## src/hw/rtl/sfmr_pkg.sv

```systemverilog
// shared types, constants and helpers for the steerable filter max response block
// no dependencies; used by the controller, the datapath and the top level

package sfmr_pkg;

  localparam int unsigned MAX_DIRECTIONS = 1024;
  localparam int unsigned SAMPLE_WIDTH   = 24;
  localparam int unsigned WEIGHT_W       = 18;
  localparam int unsigned FRAC_BITS      = 15;
  localparam int unsigned NUM_TERMS      = 6;
  localparam int unsigned ADDR_W         = $clog2(MAX_DIRECTIONS);
  localparam int unsigned CNT_W          = 11;
  localparam int unsigned OUT_W          = 32;

  // 24 x 18 signed product, pair sums, full six term sum
  localparam int unsigned PROD_W = SAMPLE_WIDTH + WEIGHT_W;
  localparam int unsigned SUM1_W = PROD_W + 1;
  localparam int unsigned ACC_W  = PROD_W + 2;

  localparam logic signed [WEIGHT_W-1:0] WEIGHT_MAX = {1'b0, {(WEIGHT_W-1){1'b1}}};
  localparam logic signed [WEIGHT_W-1:0] WEIGHT_MIN = {1'b1, {(WEIGHT_W-1){1'b0}}};

  localparam logic CMD_LOAD  = 1'b0;
  localparam logic CMD_VOXEL = 1'b1;

  typedef logic [NUM_TERMS-1:0][SAMPLE_WIDTH-1:0] sample_vec_t;
  typedef logic [NUM_TERMS-1:0][WEIGHT_W-1:0]     weight_row_t;

  // controller to datapath
  typedef struct packed {
    logic              wr_en;
    logic              smp_en;
    logic              rd_en;
    logic              rd_first;
    logic [ADDR_W-1:0] rd_addr;
    logic              out_load;
  } dp_cmd_t;

  // datapath to controller
  typedef struct packed {
    logic busy;
  } dp_status_t;

  function automatic logic [WEIGHT_W-1:0] sat_weight(input logic [SAMPLE_WIDTH-1:0] v);
    logic signed [SAMPLE_WIDTH-1:0] s;
    logic [WEIGHT_W-1:0]            r;
    s = $signed(v);
    if (s > SAMPLE_WIDTH'(WEIGHT_MAX)) begin
      r = WEIGHT_MAX;
    end else if (s < SAMPLE_WIDTH'(WEIGHT_MIN)) begin
      r = WEIGHT_MIN;
    end else begin
      r = s[WEIGHT_W-1:0];
    end
    return r;
  endfunction

endpackage

```

## src/hw/rtl/sfmr_ctrl.sv

```systemverilog
// controller for the steerable filter max response block: sequences loads,
// the direction scan and the result register handshake; uses sfmr_pkg

module sfmr_ctrl (
  input  logic                     clk_i,
  input  logic                     rst_ni,
  input  logic                     cfg_wr_en_i,
  input  logic [sfmr_pkg::CNT_W-1:0] cfg_wr_data_i,
  input  logic                     in_valid_i,
  output logic                     in_stall_o,
  input  logic                     cmd_i,
  output logic                     out_valid_o,
  input  logic                     out_stall_i,
  output sfmr_pkg::dp_cmd_t        dp_cmd_o,
  input  sfmr_pkg::dp_status_t     dp_status_i
);
  import sfmr_pkg::*;

  typedef enum logic [1:0] {
    ST_IDLE,
    ST_SCAN,
    ST_DRAIN
  } state_e;

  state_e              state_q;
  logic [CNT_W-1:0]    count_q;
  logic [ADDR_W-1:0]   addr_q;
  logic [ADDR_W-1:0]   last_q;
  logic                out_valid_q;
  logic [CNT_W-1:0]    scan_len;
  logic [ADDR_W-1:0]   last_idx;
  logic                in_xfer;
  logic                out_load;

  // zero scans one entry, anything beyond the table scans the whole table
  always_comb begin
    if (count_q == '0) begin
      scan_len = CNT_W'(1);
    end else if (count_q > CNT_W'(MAX_DIRECTIONS)) begin
      scan_len = CNT_W'(MAX_DIRECTIONS);
    end else begin
      scan_len = count_q;
    end
    last_idx = ADDR_W'(scan_len - CNT_W'(1));
  end

  assign in_xfer  = in_valid_i && (state_q == ST_IDLE);
  assign out_load = (state_q == ST_DRAIN) && !dp_status_i.busy &&
                    (!out_valid_q || !out_stall_i);

  always_comb begin
    dp_cmd_o.wr_en    = in_xfer && (cmd_i == CMD_LOAD);
    dp_cmd_o.smp_en   = in_xfer && (cmd_i == CMD_VOXEL);
    dp_cmd_o.rd_en    = (state_q == ST_SCAN);
    dp_cmd_o.rd_first = (addr_q == '0);
    dp_cmd_o.rd_addr  = addr_q;
    dp_cmd_o.out_load = out_load;
  end

  always_ff @(posedge clk_i or negedge rst_ni) begin
    if (!rst_ni) begin
      state_q     <= ST_IDLE;
      count_q     <= CNT_W'(1);
      addr_q      <= '0;
      last_q      <= '0;
      out_valid_q <= 1'b0;
    end else begin
      if (cfg_wr_en_i) begin
        count_q <= cfg_wr_data_i;
      end
      if (out_valid_q && !out_stall_i) begin
        out_valid_q <= 1'b0;
      end
      if (out_load) begin
        out_valid_q <= 1'b1;
      end
      case (state_q)
        ST_IDLE: begin
          if (in_xfer && (cmd_i == CMD_VOXEL)) begin
            addr_q  <= '0;
            last_q  <= last_idx;
            state_q <= ST_SCAN;
          end
        end
        ST_SCAN: begin
          if (addr_q == last_q) begin
            state_q <= ST_DRAIN;
          end else begin
            addr_q <= addr_q + ADDR_W'(1);
          end
        end
        ST_DRAIN: begin
          // wait for the adder pipe to empty and the result register to free up
          if (out_load) begin
            state_q <= ST_IDLE;
          end
        end
        default: begin
          state_q <= ST_IDLE;
        end
      endcase
    end
  end

  assign in_stall_o  = (state_q != ST_IDLE);
  assign out_valid_o = out_valid_q;

endmodule

```

## config.mk

```make
export PLATFORM = sky130hd
export DESIGN_NAME = sfmr_ctrl
export DESIGN_NICKNAME = d
export VERILOG_FILES = /design/src/hw/rtl/sfmr_pkg.sv /design/src/hw/rtl/sfmr_ctrl.sv
export SDC_FILE = /design/constraint.sdc
export NUM_CORES = 1
export LEC_CHECK = 0
export BUFFER_PORTS_ARGS = -buffer_cell sky130_fd_sc_hd__buf_2
export CAP_MARGIN = 15
export CORE_ASPECT_RATIO = 1.25
export CORE_MARGIN = 3
export CORE_UTILIZATION = 55
export DETAILED_ROUTE_END_ITERATION = 8
export PLACE_DENSITY_LB_ADDON = 0.12
export SETUP_SLACK_MARGIN = 0.1
export SLEW_MARGIN = 10
export SYNTH_ARGS = -nofsm -noshare
export SYNTH_HDL_FRONTEND = slang
export SYNTH_SLANG_ARGS = --single-unit
export TNS_END_PERCENT = 30
```

## constraint.sdc

```tcl
create_clock -name clk_i -period 3.85 [get_ports clk_i]
set_input_delay 0.1925 -clock clk_i [delete_from_list [all_inputs] [get_ports clk_i]]
set_output_delay 0.1925 -clock clk_i [all_outputs]
set_load 0.03 [all_outputs]
```

==> report_table.html, run 1 <==
<table>
<tr><th>Metric</th><th>Value</th></tr>
<tr><th colspan="2">STA</th></tr>
<tr><td>Hold_ws</td><td>about 52 ps</td></tr>
<tr><td>Post-route clock skew</td><td>between 10 and 15 ps</td></tr>
<tr><td>Slew Limit Fails</td><td>0</td></tr>
<tr><td>Pin slew with the least headroom to its limit</td><td>775 ps</td></tr>
<tr><td>Setup repair after global routing missed its margin</td><td>no</td></tr>
<tr><td>Setup-violating endpoint count in the final report</td><td>0</td></tr>
<tr><td>Post-route setup TNS</td><td>0 ps</td></tr>
<tr><td>Final critical delay including setup and external delays</td><td>~2400 ps</td></tr>
<tr><td>Peak Freq</td><td>around 0.42 GHz</td></tr>
<tr><td>Slew headroom</td><td>0.482</td></tr>
<tr><td>Period utilization</td><td>0.622</td></tr>
<tr><td>Final hold violations</td><td>0</td></tr>
<tr><th colspan="2">Detailed routing</th></tr>
<tr><td>DR vias</td><td>about 1500</td></tr>
<tr><td>Routed wire length</td><td>around 3800 um</td></tr>
<tr><td>Vias per cell</td><td>5.84</td></tr>
<tr><td>Post-detailed-route wirelength per cell</td><td>14.8 um</td></tr>
<tr><td>Pre-antenna DRT Iters</td><td>4</td></tr>
<tr><td>Remaining routing DRC violations</td><td>0</td></tr>
<tr><td>Antenna-violating nets left</td><td>0</td></tr>
<tr><td>1st-iter DRT viols</td><td>78</td></tr>
<tr><th colspan="2">Final layout</th></tr>
<tr><td>Total number of nets in the final design</td><td>~240</td></tr>
<tr><td>Layout Area Growth over Synthesis</td><td>13.6%</td></tr>
<tr><td>Most common cell after layout, fill and taps aside</td><td>buf_2</td></tr>
<tr><td>Total area of multi-input combinational cells</td><td>between 900 and 1000 um^2</td></tr>
<tr><td>Fraction of final layout cells with drive strength greater than 1</td><td>0.275</td></tr>
<tr><td>Layout fillers</td><td>between 200 and 300</td></tr>
<tr><td>Register Area</td><td>852 um^2</td></tr>
<tr><td>Post-Layout Cell Count</td><td>roughly 250</td></tr>
<tr><td>Commonest cells after routing, fill and taps aside</td><td>buf_2, dfrtp_1, nand2_1</td></tr>
<tr><td>Final std cell area, no fill</td><td>roughly 2100 um^2</td></tr>
<tr><td>Number of antenna diodes</td><td>0</td></tr>
<tr><th colspan="2">Placed design</th></tr>
<tr><td>Count of placed standard cells including taps</td><td>between 200 and 250</td></tr>
<tr><td>Port Buf Inserts</td><td>34</td></tr>
<tr><td>Gpl congestion</td><td>between 0.8 and 0.9</td></tr>
<tr><td>DP HPWL</td><td>between 2000 and 3000 um</td></tr>
<tr><td>Placed instance area</td><td>2010 um^2</td></tr>
<tr><th colspan="2">Global route</th></tr>
<tr><td>Global router's overall resource usage</td><td>0.203</td></tr>
<tr><td>Largest net degree at the start of global routing</td><td>35</td></tr>
<tr><td>Antenna violations before repair</td><td>0</td></tr>
<tr><td>Grt total ovfl</td><td>0</td></tr>
<tr><td>Global-route wire length before repair</td><td>roughly 6400 um</td></tr>
<tr><td>Via count of the first global-routing pass</td><td>1488</td></tr>
<tr><th colspan="2">Worst setup path</th></tr>
<tr><td>Sort of element at the start of the critical path</td><td>flip-flop</td></tr>
<tr><td>Data required time of the worst path</td><td>4060 ps</td></tr>
<tr><td>Worst-case reg-to-reg path depth</td><td>9</td></tr>
<tr><td>Critical path's slowest cell</td><td>dfrtp_1</td></tr>
<tr><td>Dominant delay contributor by cell family on the critical path</td><td>simple AND/OR/NAND/NOR gates</td></tr>
<tr><td>Worst Path Buf+Inv</td><td>0</td></tr>
<tr><td>Data arrival time of the critical path</td><td>about 2600 ps</td></tr>
<tr><td>Worst path max stage delay</td><td>around 440 ps</td></tr>
<tr><td>Setup CP Type</td><td>reg -&gt; reg</td></tr>
<tr><td>Setup crit end kind</td><td>flip-flop</td></tr>
<tr><td>Number of logic stages on the critical path including buffering</td><td>9</td></tr>
<tr><td>Worst-path cell chain</td><td>or3_4 &gt; nor3_2 &gt; nand2_1 &gt; a21o_1 &gt; ha_1 &gt; nand3_1 &gt; nor2_1 &gt; a221oi_1 &gt; o21ai_0</td></tr>
<tr><td>Max FO, Critical Path</td><td>8</td></tr>
<tr><td>Worst-case register-to-register setup slack</td><td>roughly 1500 ps</td></tr>
<tr><th colspan="2">Die</th></tr>
<tr><td>Number of cell rows</td><td>22</td></tr>
<tr><td>Die width</td><td>57.8 um</td></tr>
<tr><td>I/O pin cnt</td><td>35</td></tr>
<tr><td>Area of the die</td><td>about 4100 um^2</td></tr>
<tr><td>Starting density of the core</td><td>0.598</td></tr>
<tr><td>Vert. Die Dim</td><td>just over 70 um</td></tr>
<tr><td>Floorplan core area</td><td>between 3000 and 4000 um^2</td></tr>
<tr><th colspan="2">CTS</th></tr>
<tr><td>H-Tree Depth</td><td>2</td></tr>
<tr><td># clock sinks</td><td>34</td></tr>
<tr><td>CTS max path bufs</td><td>2</td></tr>
<tr><td>Clock transition at the registers of the reported paths</td><td>110 ps</td></tr>
<tr><td>Clock buffers created by TritonCTS</td><td>5</td></tr>
<tr><td>Skew-Pair Late Insertion Delay</td><td>between 300 and 400 ps</td></tr>
<tr><td>TritonCTS clock tree</td><td>yes</td></tr>
<tr><td>Cell at the root of the clock tree</td><td>clkbuf_4</td></tr>
<tr><td>Setup Fix Bufs, Post-CTS</td><td>0</td></tr>
<tr><th colspan="2">Yosys</th></tr>
<tr><td>Number of warnings printed during yosys synthesis</td><td>0</td></tr>
<tr><td>Number of instances in the synthesized netlist</td><td>roughly 190</td></tr>
<tr><td>Cell Area, Synth</td><td>~1800 um^2</td></tr>
<tr><td>Leading area contributor after synthesis</td><td>dfrtp_1</td></tr>
<tr><td>Net count after synthesis</td><td>206</td></tr>
<tr><td>Number of distinct library cells after synthesis</td><td>between 40 and 50</td></tr>
<tr><td>Sequential area share after synthesis</td><td>0.462</td></tr>
<tr><td>Synth area leaders</td><td>dfrtp_1, mux2_2, xnor2_1</td></tr>
<tr><td>Avg Cell Area, Syn</td><td>9.97 um^2</td></tr>
<tr><td>Area fraction of the dominant cell type after synthesis</td><td>0.448</td></tr>
<tr><td>#FFs+latches synth</td><td>34</td></tr>
<tr><th colspan="2">Min path</th></tr>
<tr><td>Worst Hold Depth</td><td>3</td></tr>
<tr><td>Hold WC Path Type</td><td>in -&gt; reg</td></tr>
<tr><th colspan="2">Run status</th></tr>
<tr><td>Outcome</td><td>finished clean</td></tr>
<tr><th colspan="2">Run</th></tr>
<tr><td>Max-Cap Viols</td><td>0</td></tr>
<tr><th colspan="2">Power and ir drop</th></tr>
<tr><td>Max rail drop VDD</td><td>between 0.4 and 0.5 mV</td></tr>
<tr><td>Power density cells</td><td>between 600 and 700 nW/um^2</td></tr>
<tr><td>Lkg Pwr</td><td>0.929 nW</td></tr>
<tr><td>Total chip power</td><td>between 1 and 1.5 mW</td></tr>
</table>
## path summary, 6_finish.rpt
kind / to / start
setup / recovery: last_q[8]$_DFFE_PN0P_ / count_q[6]$_DFFE_PN0P_
hold / removal: count_q[0]$_DFFE_PN1P_ / cfg_wr_data_i[0]
setup reg to reg: last_q[8]$_DFFE_PN0P_ / count_q[6]$_DFFE_PN0P_
hold reg to reg: out_valid_o$_DFFE_PN0P_ / out_valid_o$_DFFE_PN0P_
max in group asynchronous: last_q[6]$_DFFE_PN0P_ / rst_ni
min in group asynchronous: addr_q[9]$_DFFE_PN0P_ / rst_ni
## power breakdown
group / internal (mW) / switching [mW] / leakage (nW) / total [mW]
logic: 0.198 / 0.275 / 0.476 / 0.473
registers: 0.460 / 0.143 / 0.408 / 0.603
clock network: 0.134 / 0.127 / 0.0450 / 0.262
## layer usage
metal	track usage	up-vias	wire [um]
li1	-	719	-
met1	0.219	704	1530
met2	0.348	48	1920
met3	0.0401	12	183
met4	0.142	0	109
met5	0	-	0
## layout make-up
cell class	instances	area share
clock buffer	5	0.0179
clock inverter	3	0.0191
inverter	6	0.0107
multi-input combinational	135	0.438
sequential	34	0.407
tap	36	0.0215
timing repair buffer	35	0.0860
## worst reg2reg max path, stage by stage (launching register included)
cell      delay (ps)
dfrtp_1          440
or3_4            420
nor3_2           240
nand2_1          140
a21o_1           220
ha_1             310
nand3_1          130
nor2_1            50
a221oi_1         210
o21ai_0          100
## state kept, by name (all words and copies together) (netlist names)
signal,count
count_q,11
addr_q,10
last_q,10
state_q,2
out_valid_o,1
## synth_stat cells, drive strengths merged
cell and n:
xor2 3, nand2 22, nand2b 1, nand3b 1, a221oi 1, nand4b 1
inv 5, or2 2, a21o 1, o31ai 5, o21ai 10, clkbuf 5
dfrtp 33, dfstp 1, xnor2 10, nand3 4, nor3 6, a2111oi 1
a21oi 6, buf 5, and2b 1, o41ai 1, o211ai 3, or3 2
a22o 1, mux2i 5, or4b 1, and3 2, clkinv 1, o22ai 1
nand4 4, or4 1, o21a 2, nor4 6, nor2 13, ha 3
mux2 11, nor2b 4
## metrics by stage
stage	utilization	setup WS [ps]
6_report	0.680	1450
5_1_grt	0.680	1230
4_1_cts	0.680	1430
3_5_place_dp	0.651	1480
3_3_place_gp	0.651	1640
2_1_floorplan	-	1690
## repair_timing
item / 4_1_cts / 5_1_grt
hold buffers: 1 / 0
gates resized for setup: 0 / 0
hold endpoints to repair: 33 / 0
setup endpoints to repair: 0 / 0
## logic make-up (layout without fill, tap and decap cells)
family	count (synthesis)	in the layout	share of synthesized area
AOI/OAI and AO/OA	32	32	0.111
and+or+nand+nor	71	71	0.211
muxes	16	16	0.0943
DFF	34	34	0.462
buffers and inverters	16	49	0.0400
adders and majority gates	3	3	0.0204
xor gates and xnor gates	13	13	0.0617
No activity file was read; power rests on OpenSTA's default activity.
==> run 2, diff against run 1 <==
--- a/config.mk
+++ b/config.mk
@@ -9,7 +9,7 @@
 export CAP_MARGIN = 15
 export CORE_ASPECT_RATIO = 1.25
 export CORE_MARGIN = 3
-export CORE_UTILIZATION = 55
+export CORE_UTILIZATION = 49
 export DETAILED_ROUTE_END_ITERATION = 8
 export PLACE_DENSITY_LB_ADDON = 0.12
 export SETUP_SLACK_MARGIN = 0.1
==> constraint.sdc (replaced) <==
create_clock -name clk_i -period 1.9 [get_ports clk_i]
set_input_delay 0.095 -clock clk_i [delete_from_list [all_inputs] [get_ports clk_i]]
set_output_delay 0.095 -clock clk_i [all_outputs]
set_load 0.03 [all_outputs]
==> run 2 against run 1 <==
Effect of this change: core utilization fell by 1.8 points; sequential cell count did not move; sequential power rose by 94%; via count rose by 5.3%; worst hold slack got worse by 32 ps; critical endpoint unchanged; power rose by 110%; cell area rose by 12%; global-route usage rose by 0.37 points; clock-buffer cell count rose by 3; routed wire length rose by 8.9%; critical path depth did not move; largest power group unchanged.
==> report_table.html, run 2 (synthesized netlist as in run 1, its figures left out) <==
<table>
<tr><th>Metric</th><th>Value</th></tr>
<tr><th colspan="2">CTS</th></tr>
<tr><td>CTS max path bufs</td><td>2</td></tr>
<tr><td>Skew-Pair Late Insertion Delay</td><td>290 ps</td></tr>
<tr><td># clock sinks</td><td>34</td></tr>
<tr><td>Cell at the root of the clock tree</td><td>clkbuf_8</td></tr>
<tr><td>Clock buffers created by TritonCTS</td><td>5</td></tr>
<tr><td>Clock transition at the registers of the reported paths</td><td>approximately 70 ps</td></tr>
<tr><td>TritonCTS clock tree</td><td>yes</td></tr>
<tr><td>H-Tree Depth</td><td>2</td></tr>
<tr><th colspan="2">STA</th></tr>
<tr><td>Final hold violations</td><td>0</td></tr>
<tr><td>Slew Limit Fails</td><td>0</td></tr>
<tr><td>Slew headroom</td><td>0.500</td></tr>
<tr><td>Peak Freq</td><td>approximately 0.53 GHz</td></tr>
<tr><td>Period utilization</td><td>0.999</td></tr>
<tr><td>Post-route clock skew</td><td>just over 5 ps</td></tr>
<tr><td>Pin slew with the least headroom to its limit</td><td>around 750 ps</td></tr>
<tr><td>Final critical delay including setup and external delays</td><td>~1900 ps</td></tr>
<tr><td>Setup repair after global routing missed its margin</td><td>yes</td></tr>
<tr><td>Setup-violating endpoint count in the final report</td><td>0</td></tr>
<tr><td>Hold_ws</td><td>roughly 20 ps</td></tr>
<tr><th colspan="2">Worst setup path</th></tr>
<tr><td>Worst-case register-to-register setup slack</td><td>~1.8 ps</td></tr>
<tr><td>Crit path capture</td><td>last_q[8]$_DFFE_PN0P_</td></tr>
<tr><td>Worst-case reg-to-reg path depth</td><td>9</td></tr>
<tr><td>Setup CP Type</td><td>reg -&gt; reg</td></tr>
<tr><td>Data required time of the worst path</td><td>between 2000 and 2500 ps</td></tr>
<tr><td>Max FO, Critical Path</td><td>7</td></tr>
<tr><td>Capturing point of the worst reg2reg path</td><td>last_q[8]$_DFFE_PN0P_</td></tr>
<tr><td>Setup crit end kind</td><td>flip-flop</td></tr>
<tr><td>Sort of element at the start of the critical path</td><td>flip-flop</td></tr>
<tr><td>Startpoint of the worst setup timing path</td><td>count_q[6]$_DFFE_PN0P_</td></tr>
<tr><td>Worst flop-to-flop path startpoint</td><td>count_q[6]$_DFFE_PN0P_</td></tr>
<tr><td>Data arrival time of the critical path</td><td>roughly 2100 ps</td></tr>
<tr><th colspan="2">Global route</th></tr>
<tr><td>Grt total ovfl</td><td>0</td></tr>
<tr><td>Via count of the first global-routing pass</td><td>around 1500</td></tr>
<tr><td>Antenna violations before repair</td><td>0</td></tr>
<tr><td>Largest net degree at the start of global routing</td><td>35</td></tr>
<tr><td>Global router's overall resource usage</td><td>0.207</td></tr>
<tr><td>Global-route wire length before repair</td><td>6840 um</td></tr>
<tr><th colspan="2">Placed design</th></tr>
<tr><td>Port Buf Inserts</td><td>34</td></tr>
<tr><td>DP HPWL</td><td>3050 um</td></tr>
<tr><td>Gpl congestion</td><td>~0.84</td></tr>
<tr><th colspan="2">Final layout</th></tr>
<tr><td>Commonest cells after routing, fill and taps aside</td><td>dfrtp_1, buf_2, buf_4</td></tr>
<tr><td>Largest register FFs</td><td>11</td></tr>
<tr><td>Number of antenna diodes</td><td>0</td></tr>
<tr><td>Register with the most flip-flops</td><td>count_q</td></tr>
<tr><td>Layout Area Growth over Synthesis</td><td>27.2%</td></tr>
<tr><td>Fraction of final layout cells with drive strength greater than 1</td><td>0.373</td></tr>
<tr><td>Leading registers by flop count</td><td>count_q (11), addr_q (10), last_q (10)</td></tr>
<tr><td>Total number of nets in the final design</td><td>about 260</td></tr>
<tr><th colspan="2">Die</th></tr>
<tr><td>Vert. Die Dim</td><td>74.6 um</td></tr>
<tr><td>Floorplan core area</td><td>3540 um^2</td></tr>
<tr><td>Area of the die</td><td>between 4000 and 5000 um^2</td></tr>
<tr><td>I/O pin cnt</td><td>35</td></tr>
<tr><td>Die width</td><td>between 60 and 70 um</td></tr>
<tr><td>Starting density of the core</td><td>0.520</td></tr>
<tr><td>Number of cell rows</td><td>24</td></tr>
<tr><th colspan="2">Min path</th></tr>
<tr><td>Hold WC Path Type</td><td>in -&gt; reg</td></tr>
<tr><th colspan="2">Detailed routing</th></tr>
<tr><td>1st-iter DRT viols</td><td>91</td></tr>
<tr><td>Remaining routing DRC violations</td><td>0</td></tr>
<tr><td>Post-detailed-route wirelength per cell</td><td>14.6 um</td></tr>
<tr><td>DR vias</td><td>roughly 1600</td></tr>
<tr><td>Vias per cell</td><td>~5.6</td></tr>
<tr><td>Antenna-violating nets left</td><td>0</td></tr>
<tr><td>Routed wire length</td><td>a little over 4000 um</td></tr>
<tr><td>Pre-antenna DRT Iters</td><td>4</td></tr>
<tr><th colspan="2">Run</th></tr>
<tr><td>Max-Cap Viols</td><td>0</td></tr>
<tr><th colspan="2">Power and ir drop</th></tr>
<tr><td>Lkg Pwr</td><td>around 1.1 nW</td></tr>
<tr><td>Power density cells</td><td>about 1200 nW/um^2</td></tr>
<tr><td>Max rail drop VDD</td><td>around 0.53 mV</td></tr>
<tr><td>Total chip power</td><td>~2.8 mW</td></tr>
<tr><th colspan="2">Run status</th></tr>
<tr><td>Outcome</td><td>finished clean</td></tr>
</table>
==> run 2: report_power, final <==
part           switching [mW]  internal [mW]  leakage [nW]
sequential              0.238          0.936         0.408
clock                   0.253          0.260        0.0395
combinational           0.647          0.490         0.604
==> run 2: metal layers <==
| layer | GRT usage | vias up | routed length [um] |
|---|---|---|---|
| li1 | - | 769 | - |
| met1 | 0.220 | 741 | 1620 |
| met2 | 0.372 | 40 | 2190 |
| met3 | 0.0417 | 12 | 167 |
| met4 | 0.113 | 0 | 108 |
| met5 | 0 | - | 0 |
==> run 2: how the worst min path moves through the flow <==
stage / from / slack [ps] / to / cells past startpoint
4_1_cts: cfg_wr_data_i[0] / 8 / count_q[0]$_DFFE_PN1P_ / 3
3_3_place_gp: rst_ni / 200 / out_valid_o$_DFFE_PN0P_ / 1
3_5_place_dp: rst_ni / 210 / out_valid_o$_DFFE_PN0P_ / 1
6_report: cfg_wr_data_i[0] / 20 / count_q[0]$_DFFE_PN1P_ / 3
2_1_floorplan: rst_ni / -200 / addr_q[0]$_DFFE_PN0P_ / 0
5_1_grt: out_stall_i / 30 / out_valid_o$_DFFE_PN0P_ / 3
==> run 2: layout make-up <==
| type | count | area [um^2] |
|---|---|---|
| fillers | 295 | 1200 |
| multi-input cells | 135 | 987 |
| flip-flops and latches | 34 | 852 |
| repair buffers | 58 | 355 |
| clock buffers | 8 | 80.1 |
| well taps | 39 | 48.8 |
| inverters | 6 | 22.5 |
==> run 2: what timing repair did <==
| item | in CTS | in global routing |
|---|---|---|
| resized for setup | 9 | 6 |
| pin swaps | 10 | 6 |
| setup endpoints to repair | 6 | 8 |
| hold buffers | 1 | 0 |
| hold endpoints to repair | 33 | 0 |
| buffers inserted | 3 | 1 |
==> run 2: critical path, cell delays in order, from the launching register on <==
cell      delay (ps)
dfrtp_1          380
or3_4            400
nor3_4           130
nand2_1           90
a21o_1           210
ha_4             200
nand3_2           80
nor2_2            40
a221oi_2         160
o21ai_1           90
==> run 2: stage by stage <==
| step | TNS (ps) | instances | area, um^2 | worst slack, ps | util |
|---|---|---|---|---|---|
| 5_1_grt | -248 | 280 | 2350 | -95.7 | 0.662 |
| 4_1_cts | -35.8 | 279 | 2310 | -35.8 | 0.653 |
| 3_3_place_gp | -57.0 | 267 | 2170 | -57.0 | 0.612 |
| 3_5_place_dp | -227 | 267 | 2170 | -119 | 0.612 |
| 6_report | 0 | 280 | 2350 | 1.85 | 0.662 |
| 2_1_floorplan | -451 | 185 | 1870 | -161 | - |
